File: config.mk
export PLATFORM = sky130hd
export DESIGN_NAME = hps_fifo
export DESIGN_NICKNAME = d
export VERILOG_FILES = /design/src/rtl/hps_pkg.sv /design/src/rtl/hps_fifo.sv
export SDC_FILE = /design/constraint.sdc
export NUM_CORES = 1
export LEC_CHECK = 0
export BUFFER_PORTS_ARGS = -buffer_cell sky130_fd_sc_hd__buf_4
export CAP_MARGIN = 20
export CORE_MARGIN = 3
export CORE_UTILIZATION = 52
export CTS_CLUSTER_SIZE = 24
export DETAILED_ROUTE_END_ITERATION = 8
export PLACE_DENSITY = 0.75
export SLEW_MARGIN = 15
export SYNTH_ARGS = -nofsm -noshare
export SYNTH_HDL_FRONTEND = slang
export SYNTH_SLANG_ARGS = --single-unit
File: constraint.sdc
create_clock -name clk -period 7.59 [get_ports clk]
set_input_delay 0.3795 -clock clk [delete_from_list [all_inputs] [get_ports clk]]
set_output_delay 0.3795 -clock clk [all_outputs]
set_load 0.01 [all_outputs]
File: src/rtl/hps_pkg.sv
`timescale 1ns / 1ps

package hps_pkg;

	localparam int HW = 16;
	localparam int COL_W = 10;
	localparam int ROW_W = 16;

	// line buffer depth, matches the 10-bit column field
	localparam int MAX_WIDTH = 1024;

	// request codes
	localparam logic REQ_SAMPLE = 1'b0;
	localparam logic REQ_DRAIN  = 1'b1;

	// configuration port
	localparam int CFG_IDX_W  = 3;
	localparam int CFG_DATA_W = 16;
	localparam logic [CFG_IDX_W-1:0] CFG_MAP_WIDTH   = 3'd0;
	localparam logic [CFG_IDX_W-1:0] CFG_MAP_ROWS    = 3'd1;
	localparam logic [CFG_IDX_W-1:0] CFG_LIGHT_POS_X = 3'd2;
	localparam logic [CFG_IDX_W-1:0] CFG_LIGHT_POS_Y = 3'd3;
	localparam logic [CFG_IDX_W-1:0] CFG_LIGHT_POS_Z = 3'd4;

	// queue between front and back
	localparam int QDEPTH = 4;
	localparam int QAW    = 2;

	typedef struct packed {
		logic [COL_W-1:0] col;
		logic [ROW_W-1:0] row;
		logic             last;
		logic [HW-1:0]    p;
		logic [HW-1:0]    left;
		logic [HW-1:0]    right;
		logic [HW-1:0]    top;
		logic [HW-1:0]    bottom;
	} pix_t;

	typedef struct packed {
		logic valid;
		pix_t pix;
	} push_t;

	typedef struct packed {
		logic [COL_W-1:0] col;
		logic [ROW_W-1:0] row;
		logic             last;
	} tag_t;

endpackage

File: src/rtl/hps_fifo.sv
`timescale 1ns / 1ps

module hps_fifo import hps_pkg::*; (
	input  logic  clk,
	input  logic  arst_n,
	input  push_t push,
	input  logic  pop,
	output logic  full,
	output logic  empty,
	output pix_t  dout
);

	pix_t           buf_q [0:QDEPTH-1];
	logic [QAW-1:0] wr_q, rd_q;
	logic [QAW:0]   cnt_q;

	assign full  = (cnt_q == (QAW+1)'(QDEPTH));
	assign empty = (cnt_q == '0);
	assign dout  = buf_q[rd_q];

	always_ff @(posedge clk or negedge arst_n) begin
		if (!arst_n) begin
			wr_q  <= '0;
			rd_q  <= '0;
			cnt_q <= '0;
		end else begin
			if (push.valid)
				wr_q <= wr_q + QAW'(1);
			if (pop)
				rd_q <= rd_q + QAW'(1);
			if (push.valid && !pop)
				cnt_q <= cnt_q + (QAW+1)'(1);
			else if (!push.valid && pop)
				cnt_q <= cnt_q - (QAW+1)'(1);
		end
	end

	always_ff @(posedge clk) begin
		if (push.valid)
			buf_q[wr_q] <= push.pix;
	end

	a_no_overflow: assert property (@(posedge clk) disable iff (!arst_n)
		!(push.valid && full))
		else $error("queue overflow");

	a_no_underflow: assert property (@(posedge clk) disable iff (!arst_n)
		!(pop && empty))
		else $error("queue underflow");

endmodule

==> flow_summary.yaml, run 1 <==
setup_path:
  critical_path_peak_fanout: 69
  critical-path-top-cell-by-count: "buf_4"
  worst_path_max_delay_cell: "buf_4"
  cp_data_arrival_time_ps: 2900
  r2r_cells: 4
  startpoint_type: "register"
  cp_slowest_stage_delay_ps: 900
  cp-end-kind: "output port"
  critPathRequiredTime_ps: 7210
  cp_cell_sequence: "buf_4 > mux4_2 > buf_4"
  timing.setup.critical_path_class: "reg2out"
sta:
  final_critical_path_setup_slack_ps: 4307
  post-route-period-util_pct: 43.26
  accumulated_negative_setup_slack_ps: 0
  maxClockFrequency_ghz: 0.3046
  slew_at_the_pin_closest_to_its_max_slew_limit_ps: 1029
  timing.clock.skew_ps: 9.084
  setup-violations-final: 0
  timing_hold_violations_final: 0
  grt_setup_unrepaired: "false"
  finalWorstPathRequiredPeriod_ps: 3283
  final_max_slew_viol_count: 0
  timing.max_slew.rel_slack_pct: 31.41
placed_design:
  input_output_buffers: 219
  place_worst_setup_slack_ps: 4791
  dp_hpwl_mm: 17.17
  dpl-instance-area_sq_um: 17850
  global_placement_routability_congestion: 0.6844
synth:
  synth_cell_types: 20
  combinational_family_with_the_most_area_after_synthesis: "multiplexers"
  synth-adder-area-share_pct: 0.5230
  syn_avg_cell_area_sq_um: 26.63
  yosys.area_share.xor_xnor_pct: 0.3328
  synth_compound_gate_area_share_pct: 0.03170
  synth_mux_area_share_pct: 15.33
  ys_ff_latch: 435
  sequential_cell_area_fraction_in_the_yosys_report_pct: 82.51
  yosys_warnings: 0
  synth.cell_area_sq_um: 15790
  synth_cells: 593
  yosys.area_share.simple_pct: 0.3091
  postSynthNetCount: 710
power:
  intPower_mw: 5.459
  ir_worst_vdd_v: 0.0002386
  power.share.sequential_pct: 44.2
  switching_power_mw: 2.063
  switching_portion_of_total_power_pct: 27.43
  power.leakage_nw: 6.580
  power.share.combinational_pct: 29.0
  power.clock.fraction_pct: 26.8
  power_density_nw_per_um2: 391.2
routing:
  number_of_drc_violations_after_detailed_routing_iteration_0: 516
  routed_wirelength_mm: 28.83
  num_vias: 6989
  firstDrtPassIters: 5
  post_dr_vias_cell: 5.529
  wire_per_inst_microns: 22.81
  drc_errors: 0
  postRouteAntennaNets: 0
die:
  io-pin-count: 220
  num_rows: 63
  design.die.area_sq_um: 32490
  chipWidth_microns: 180.3
  floorplan.initialDensity_pct: 52.99
  core_box_area_sq_um: 29800
  die-height_microns: 180.3
final_layout:
  antennaDiodeCount: 0
  flow.area_growth_from_synthesis_pct: 21.79
  drive_above_1_share_pct: 46.11
  final.fill_count: 1949
  final_nets: 958
  final_design_area_no_fill_sq_um: 19230
clock_network:
  tritoncts_clock_tree: "done"
  clock_tree_root_buffer_cell: "clkbuf_16"
  numCtsBuffers: 43
  h-tree-depth: 2
  postCtsSetupRepairBufs: 0
  ctsHoldBuffers: 1
  clk_latency_worst_skew_pair_ps: 520
  clk_pin_slew_worst_paths_ps: 60
  cts_max_path_buffers: 3
  post_cts_resize_count: 0
  clkSinkCount: 435
global_route:
  first_global_vias: 7514
  grt_start_max_net_pins: 70
  global_route.overflow_total: 0
  grt_first_pass_wirelength_mm: 44.28
  antenna_found_initial: 1
  grt_util_all_layers_pct: 17.72
min_path:
  timing.hold.worst.class: "in2reg"
  min_path_cells: 1
status:
  outcome: "finished, final reports clean"
run:
  maxCapViolations: 0
[cell usage in the layout, fill, tap and decap left out]
| cell type | instances |
|---|---|
| nor3b_1 | 1 |
| dfrtp_1 | 5 |
| xor2_1 | 4 |
| dlygate4sd3_1 | 1 |
| clkinv_2 | 12 |
| clkinv_1 | 8 |
| nor2_1 | 1 |
| mux4_2 | 107 |
| o21ai_0 | 1 |
| clkbuf_1 | 7 |
| fa_1 | 1 |
| bufinv_16 | 3 |
| inv_8 | 1 |
| edfxtp_1 | 428 |
| nand2_1 | 2 |
| buf_4 | 226 |
| clkbuf_8 | 1 |
| and2_4 | 4 |
| nor3_1 | 1 |
| xnor2_1 | 2 |
| inv_1 | 4 |
| clkbuf_16 | 45 |
| dfrtp_4 | 2 |
| ha_1 | 5 |
| clkinvlp_4 | 1 |
| mux2_2 | 1 |
[area by class of cell]
cell class | instances | area (sq um) | share of cell area [%]
flip-flops and latches | 435 | 13040 | 67.79
multi-input cells | 130 | 2620 | 13.62
repair buffers | 227 | 1707 | 8.875
clock buffers | 53 | 1166 | 6.064
well taps | 390 | 488.0 | 2.538
clock inverters | 25 | 198.9 | 1.035
inverters | 4 | 15.01 | 0.07808
[flip-flops by register name, summed over array words and instances (netlist names)]
register and flops:
buf_q 428, rd_q 2, wr_q 2, cnt_q 3
[metrics by stage]
stage	util [%]	std cells	power (mW)	hold WS, ps
2_1_floorplan	-	593	4.656	83.91
3_3_place_gp	59.92	1185	5.575	197.2
3_5_place_dp	59.92	1185	5.623	200.2
4_1_cts	64.54	1264	7.646	34.81
5_1_grt	64.54	1264	7.872	35.06
6_report	64.54	1264	7.522	60.24
[layer usage]
metal	wire, microns	part of all wire (%)	GRT usage [%]
met2	14540	50	28.96
met3	2455	8.5	5.390
met5	7	0.024	0
met4	632	2.2	4.851
met1	11190	39	23.70
[cells by family (layout without fill, tap and decap cells)]
group | count (synthesis) | after routing
AO/OA/AOI/OAI | 1 | 1
XOR/XNOR | 6 | 6
adder cells (fa/ha/maj) | 6 | 6
buffers and inverters | 28 | 309
flip-flops | 435 | 435
multiplexers | 108 | 108
AND/OR/NAND/NOR | 9 | 9
[power by group through the flow]
stage	clock [mW]	combinational (mW)	sequential, mW
CTS	2.06	2.25	3.33
floorplan	0	1.36	3.30
global placement	0	2.22	3.35
global route	2.16	2.35	3.37
finish	2.02	2.18	3.32
detailed placement	0	2.24	3.38
[final timing paths]
check	slack, ps	startpoint	to
max in group asynchronous	7230	arst_n	rd_q[1]$_DFFE_PN0P_
min in group asynchronous	210	arst_n	rd_q[0]$_DFFE_PN0P_
min	60	push[33]	buf_q[0][33]$_DFFE_PP_
min reg2reg	490	cnt_q[2]$_DFFE_PN0P_	cnt_q[2]$_DFFE_PN0P_
max	4310	rd_q[1]$_DFFE_PN0P_	dout[45]
max reg2reg	5000	wr_q[0]$_DFFE_PN0P_	buf_q[2][100]$_DFFE_PP_
[synthesized netlist by cell type]
| library cell | count | area share [%] |
|---|---|---|
| inv_1 | 4 | 0.095 |
| ha_1 | 5 | 0.40 |
| buf_2 | 13 | 0.41 |
| mux2_2 | 1 | 0.071 |
| fa_1 | 1 | 0.13 |
| xor2_1 | 4 | 0.22 |
| and2_1 | 4 | 0.16 |
| buf_6 | 2 | 0.14 |
| xnor2_1 | 2 | 0.11 |
| nor2_1 | 1 | 0.024 |
| edfxtp_1 | 428 | 81 |
| nor3b_1 | 1 | 0.048 |
| o21ai_0 | 1 | 0.032 |
| buf_8 | 1 | 0.095 |
| nand2_1 | 2 | 0.048 |
| dfrtp_1 | 7 | 1.1 |
| mux4_2 | 107 | 15 |
| clkbuf_1 | 7 | 0.17 |
| buf_4 | 1 | 0.048 |
| nor3_1 | 1 | 0.032 |
[worst max-delay path: cells and delay by family, from the launching register on]
| family | cells | cell delay, ps |
|---|---|---|
| buffers and inverters | 2 | 1070 |
| muxes | 1 | 450 |
| DFF | 1 | 820 |
Note: power is estimated with default switching activity, not from simulation.
==> inputs of run 2 (changes only) <==
--- a/config.mk
+++ b/config.mk
@@ -8,10 +8,10 @@
 export BUFFER_PORTS_ARGS = -buffer_cell sky130_fd_sc_hd__buf_4
 export CAP_MARGIN = 20
 export CORE_MARGIN = 3
-export CORE_UTILIZATION = 52
+export CORE_UTILIZATION = 51
 export CTS_CLUSTER_SIZE = 24
 export DETAILED_ROUTE_END_ITERATION = 8
-export PLACE_DENSITY = 0.75
+export PLACE_DENSITY = 0.77
 export SLEW_MARGIN = 15
 export SYNTH_ARGS = -nofsm -noshare
 export SYNTH_HDL_FRONTEND = slang
==> constraint.sdc (replaced) <==
create_clock -name clk -period 2.8 [get_ports clk]
set_input_delay 0.14 -clock clk [delete_from_list [all_inputs] [get_ports clk]]
set_output_delay 0.14 -clock clk [all_outputs]
set_load 0.01 [all_outputs]
==> run 2 against run 1 <==
Net effect: sequential share of layout area shrank 4.2 points; first-iteration DRC count is 14% higher; clock skew grew 3.8 ps; via count grew 7.9%; count of clock-buffer cells in the layout up 1; sequential power grew to 2.7 times the previous value; clock power grew to 2.7 times the previous value; worst setup slack worse by 3800 ps; final area increased by 6.6%.
==> flow_summary.yaml, run 2 (same netlist as run 1, synthesis figures left out) <==
final_layout:
  layoutNonFillerInstCount: 1379
  reg_top3: "buf_q (428), cnt_q (3)"
  flow.area_growth_from_synthesis_pct: 29.81
  final_design_area_no_fill_sq_um: 20500
  layout_common_cells: "edfxtp_1, buf_4, dlygate4sd3_1"
  drive_above_1_share_pct: 40.79
  fin_util_pct: 68.07
  final_common_cell: "edfxtp_1"
  largest-register: "buf_q"
  final_nets: 1074
  flip_flop_count_of_the_largest_register_after_layout: 428
sta:
  accumulated_negative_setup_slack_ps: 0
  hold_ws_ps: 366.2
  timing.max_slew.rel_slack_pct: 70.12
  timing_hold_violations_final: 0
  slew_at_the_pin_closest_to_its_max_slew_limit_ps: 448.2
  post-route-period-util_pct: 80.12
  final_max_slew_viol_count: 0
  timing.clock.skew_ps: 12.92
  maxClockFrequency_ghz: 0.4457
  grt_setup_unrepaired: "false"
  setup-violations-final: 0
  finalWorstPathRequiredPeriod_ps: 2243
clock_network:
  numCtsBuffers: 43
  tritoncts_clock_tree: "done"
  clk_latency_worst_skew_pair_ps: 520
  postCtsSetupRepairBufs: 0
  cts_max_path_buffers: 3
  clock_tree_root_buffer_cell: "clkbuf_16"
  h-tree-depth: 2
  clk_pin_slew_worst_paths_ps: 60
  clkSinkCount: 435
routing:
  postRouteAntennaNets: 0
  num_vias: 7543
  firstDrtPassIters: 5
  routed_wirelength_mm: 30.91
  wire_per_inst_microns: 22.41
  drc_errors: 0
  post_dr_vias_cell: 5.470
  number_of_drc_violations_after_detailed_routing_iteration_0: 589
setup_path:
  critical_path_launch_point: "rd_q[1]$_DFFE_PN0P_"
  setup_slack_on_the_worst_flop_to_flop_path_ps: 1000
  r2r_cells: 4
  cp-end-kind: "output port"
  regToRegStartpoint: "wr_q[0]$_DFFE_PN0P_"
  critical_path_peak_fanout: 52
  startpoint_type: "register"
  cp_data_arrival_time_ps: 2100
  timing.rr.end: "buf_q[0][37]$_DFFE_PP_"
  timing.critical_path.to: "dout[19]"
  critPathRequiredTime_ps: 2660
  timing.setup.critical_path_class: "reg2out"
die:
  design.die.area_sq_um: 33110
  num_rows: 63
  die-height_microns: 182.0
  core_box_area_sq_um: 30110
  io-pin-count: 220
  floorplan.initialDensity_pct: 52.43
  chipWidth_microns: 182.0
power:
  ir_worst_vdd_v: 0.0007397
  power.leakage_nw: 7.094
  power_density_nw_per_um2: 1011
status:
  outcome: "finished, final reports clean"
global_route:
  first_global_vias: 8299
  grt_first_pass_wirelength_mm: 48.27
  antenna_found_initial: 1
  grt_util_all_layers_pct: 19.02
  global_route.overflow_total: 0
  grt_start_max_net_pins: 53
placed_design:
  input_output_buffers: 219
  dpl.cell_count: 1191
  dpl-instance-area_sq_um: 18050
  dp_hpwl_mm: 17.98
  global_placement_routability_congestion: 0.7217
run:
  maxCapViolations: 0
min_path:
  timing.hold.worst.class: "in2reg"
==> run 2: cell types whose count changed in the layout (fill, tap and decap cells not counted), sizes merged <==
| cell | previous run | this run |
|---|---|---|
| diode | 0 | 1 |
| clkbuf | 53 | 54 |
| buf | 226 | 232 |
| inv | 5 | 4 |
| dlygate4sd3 | 1 | 111 |
| clkinv | 20 | 19 |
| clkinvlp | 1 | 0 |
==> run 2: area by class of cell <==
type	count	area, sq um
diodes	1	2.502
clock buffers	54	1160
clock inverters	22	172.7
fillers	1837	9615
inverters	4	15.01
multi-input cells	130	2620
flip-flops and latches	435	13040
well taps	390	488.0
repair buffers	343	3003
==> run 2: how the worst min path moves through the flow <==
| stage | start | end | cells after the start |
|---|---|---|---|
| floorplan | arst_n | cnt_q[0]$_DFFE_PN0P_ | 0 |
| global placement | arst_n | cnt_q[2]$_DFFE_PN0P_ | 1 |
| detailed placement | arst_n | cnt_q[0]$_DFFE_PN0P_ | 1 |
| CTS | push[69] | buf_q[2][69]$_DFFE_PP_ | 2 |
| global route | push[64] | buf_q[0][64]$_DFFE_PP_ | 2 |
| finish | push[64] | buf_q[0][64]$_DFFE_PP_ | 2 |
==> run 2: per-layer routing <==
metal / up-vias / GRT usage [%] / wire (microns)
met5: - / 0 / 0
li1: 3291 / - / -
met2: 260 / 33.17 / 16130
met4: 0 / 5.667 / 792
met3: 65 / 4.868 / 2195
met1: 3927 / 23.73 / 11790
==> run 2: stage by stage <==
step | setup slack, ps | power, mW
after floorplan | 421.4 | 12.54
after global placement | 1059 | 15.32
after detailed placement | 1006 | 15.45
after CTS | 519.2 | 21.01
after global routing | 455.1 | 21.71
final | 556.6 | 20.73
==> run 2: worst max-delay path, stage by stage, from the launching register on <==
cell     delay, ps
dfrtp_4        640
buf_12         330
mux4_2         380
buf_4          170
==> run 2: report_power, final <==
part / switching [mW] / total (mW) / leakage (nW) / internal, mW
Combinational: 3.14 / 6.45 / 2.42 / 3.31
Sequential: 0.359 / 8.87 / 4.01 / 8.51
Clock: 2.21 / 5.40 / 0.658 / 3.19
==> run 2: timing repair <==
item	in CTS	in global routing
resized for setup	0	0
hold buffers	111	0
hold endpoints to repair	439	0
==> inputs of run 3 (changes only) <==
--- a/config.mk
+++ b/config.mk
@@ -8,10 +8,10 @@
 export BUFFER_PORTS_ARGS = -buffer_cell sky130_fd_sc_hd__buf_4
 export CAP_MARGIN = 20
 export CORE_MARGIN = 3
-export CORE_UTILIZATION = 51
+export CORE_UTILIZATION = 52
 export CTS_CLUSTER_SIZE = 24
 export DETAILED_ROUTE_END_ITERATION = 8
-export PLACE_DENSITY = 0.77
+export PLACE_DENSITY = 0.75
 export SLEW_MARGIN = 15
 export SYNTH_ARGS = -nofsm -noshare
 export SYNTH_HDL_FRONTEND = slang
==> constraint.sdc (replaced) <==
create_clock -name clk -period 2.1 [get_ports clk]
set_input_delay 0.105 -clock clk [delete_from_list [all_inputs] [get_ports clk]]
set_output_delay 0.105 -clock clk [all_outputs]
set_load 0.01 [all_outputs]
==> run 3 against run 2 <==
Net effect: the run now ends with setup timing left; critical path depth rose by 1; register-to-register slack worse by 540 ps; core utilization grew 2.1 points; count of clock-buffer cells in the layout did not move; critical endpoint is now dout[20]; largest power group unchanged.
==> flow_summary.yaml, run 3 (same netlist as run 1, synthesis figures left out) <==
routing:
  number_of_drc_violations_after_detailed_routing_iteration_0: 649
  firstDrtPassIters: 4
  num_vias: 7555
  post_dr_vias_cell: 5.439
  drc_errors: 0
  wire_per_inst_microns: 22.55
  routed_wirelength_mm: 31.33
  postRouteAntennaNets: 0
global_route:
  grt_start_max_net_pins: 78
  antenna_found_initial: 1
  global_route.overflow_total: 0
  grt_first_pass_wirelength_mm: 49.00
  grt_util_all_layers_pct: 19.43
  first_global_vias: 8410
power:
  switching_power_mw: 7.835
  design_power_total_mw: 28.61
  power.leakage_nw: 7.254
  power_density_nw_per_um2: 1369
  ir_worst_vdd_v: 0.001028
  power.clock.fraction_pct: 24.6
  intPower_mw: 20.77
  switching_portion_of_total_power_pct: 27.39
  power.share.sequential_pct: 41.1
  power.share.combinational_pct: 34.4
die:
  die-height_microns: 180.3
  floorplan.initialDensity_pct: 52.99
  num_rows: 63
  chipWidth_microns: 180.3
  core_box_area_sq_um: 29800
  design.die.area_sq_um: 32490
  io-pin-count: 220
clock_network:
  clkSinkCount: 435
  h-tree-depth: 2
  cts_max_path_buffers: 3
  clk_latency_worst_skew_pair_ps: 520
  tritoncts_clock_tree: "done"
  clock_tree_root_buffer_cell: "clkbuf_16"
  clk_pin_slew_worst_paths_ps: 60
  numCtsBuffers: 42
sta:
  timing.max_slew.rel_slack_pct: 63.43
  grt_setup_unrepaired: "true"
  timing.clock.skew_ps: 7.899
  maxClockFrequency_ghz: 0.4705
  finalWorstPathRequiredPeriod_ps: 2125
  timing_hold_violations_final: 0
  setup-violations-final: 8
  post-route-period-util_pct: 101.2
  final_max_slew_viol_count: 0
  slew_at_the_pin_closest_to_its_max_slew_limit_ps: 548.5
  final_critical_path_setup_slack_ps: -25.31
setup_path:
  critPathRequiredTime_ps: 2000
  startpoint_type: "register"
  cp-end-kind: "output port"
  worst_path_max_delay_cell: "mux4_2"
  r2r_cells: 4
  cp_data_arrival_time_ps: 2020
  cp_cell_sequence: "buf_8 > buf_12 > mux4_2 > buf_4"
  cp_slowest_stage_delay_ps: 550
  critical_path_peak_fanout: 10
  timing.setup.critical_path_class: "reg2out"
final_layout:
  area.sequential_sq_um: 13040
  layoutNonFillerInstCount: 1389
  multi_input_comb_area_sq_um: 2620
  antennaDiodeCount: 0
  flip_flop_count_of_the_largest_register_after_layout: 428
  drive_above_1_share_pct: 41.14
  layout_common_cells: "edfxtp_1, buf_4, dlygate4sd3_1"
  fin_util_pct: 70.16
  final.fill_count: 1746
  final_nets: 1086
  reg_top3: "buf_q (428), cnt_q (3)"
  largest-register: "buf_q"
  flow.area_growth_from_synthesis_pct: 32.40
  final_common_cell: "edfxtp_1"
placed_design:
  dpl.cell_count: 1196
  place_worst_setup_slack_ps: 314.3
  global_placement_routability_congestion: 0.7366
  input_output_buffers: 219
  dp_hpwl_mm: 17.47
min_path:
  timing.hold.worst.class: "in2reg"
  min_path_cells: 2
status:
  violations: "setup timing"
  outcome: "complete, but fails checks"
run:
  maxCapViolations: 0
-- run 3: cell types whose count changed in the layout (fill, tap and decap cells not counted), moves of 2 or more --
cell | before | now
inv_6 | 0 | 2
clkbuf_1 | 9 | 11
buf_4 | 220 | 167
buf_6 | 0 | 57
clkinv_2 | 9 | 4
buf_8 | 0 | 2
buf_16 | 0 | 5
-- run 3: layout make-up --
class | count | area share, %
timing repair buffer | 356 | 16.55
multi-input combinational | 130 | 12.53
sequential | 435 | 62.36
tap | 390 | 2.334
inverter | 4 | 0.07183
clock inverter | 20 | 0.8080
clock buffer | 54 | 5.345
-- run 3: worst max-delay path: cells and delay by family, from the launching register on --
kind     cells  cell delay (ps)
flops        1              440
buf+inv      3              510
mux          1              550
-- run 3: metrics by stage --
step	TNS (ps)	hold WS, ps	cell area, sq um
final	-85.05	330.8	20900
after global routing	-4365	325.8	20900
after CTS	-1268	304.4	20800
after detailed placement	0	-74.58	18090
after global placement	0	-75.90	18090
after floorplan	0	-190.6	15800
-- run 3: repair_timing --
| action | CTS | global route |
|---|---|---|
| cloned | 3 | 1 |
| hold buffers | 111 | 0 |
| buffers inserted | 4 | 0 |
| endpoints found under the setup margin | 104 | 105 |
| resized for setup | 51 | 21 |
| hold endpoints to repair | 439 | 0 |
-- run 3: routing by layer --
| metal | track usage, % | vias to the layer above | routed length [microns] |
|---|---|---|---|
| met5 | 0 | - | 13 |
| met1 | 25.99 | 3917 | 12410 |
| met3 | 4.481 | 55 | 2107 |
| met4 | 4.698 | 2 | 690 |
| met2 | 33.08 | 259 | 16100 |
| li1 | - | 3322 | - |
-- run 3: worst paths after layout --
| kind | startpoint | endpoint | slack (ps) |
|---|---|---|---|
| max in group asynchronous | arst_n | rd_q[0]$_DFFE_PN0P_ | 1250 |
| hold reg to reg | cnt_q[2]$_DFFE_PN0P_ | cnt_q[2]$_DFFE_PN0P_ | 490 |
| setup reg to reg | wr_q[1]$_DFFE_PN0P_ | buf_q[1][75]$_DFFE_PP_ | 460 |
| setup / recovery | rd_q[0]$_DFFE_PN0P_ | dout[20] | -30 |
| hold / removal | push[92] | buf_q[2][92]$_DFFE_PP_ | 330 |
| min in group asynchronous | arst_n | cnt_q[0]$_DFFE_PN0P_ | 570 |
-- run 3: power by group through the flow --
stage,sequential (mW),clock [mW],combinational [mW]
final,11.8,7.03,9.83
after global placement,11.9,0,8.59
after floorplan,11.8,0,4.93
after global routing,11.9,7.53,10.5
after CTS,11.7,7.17,9.74
after detailed placement,12.0,0,8.66
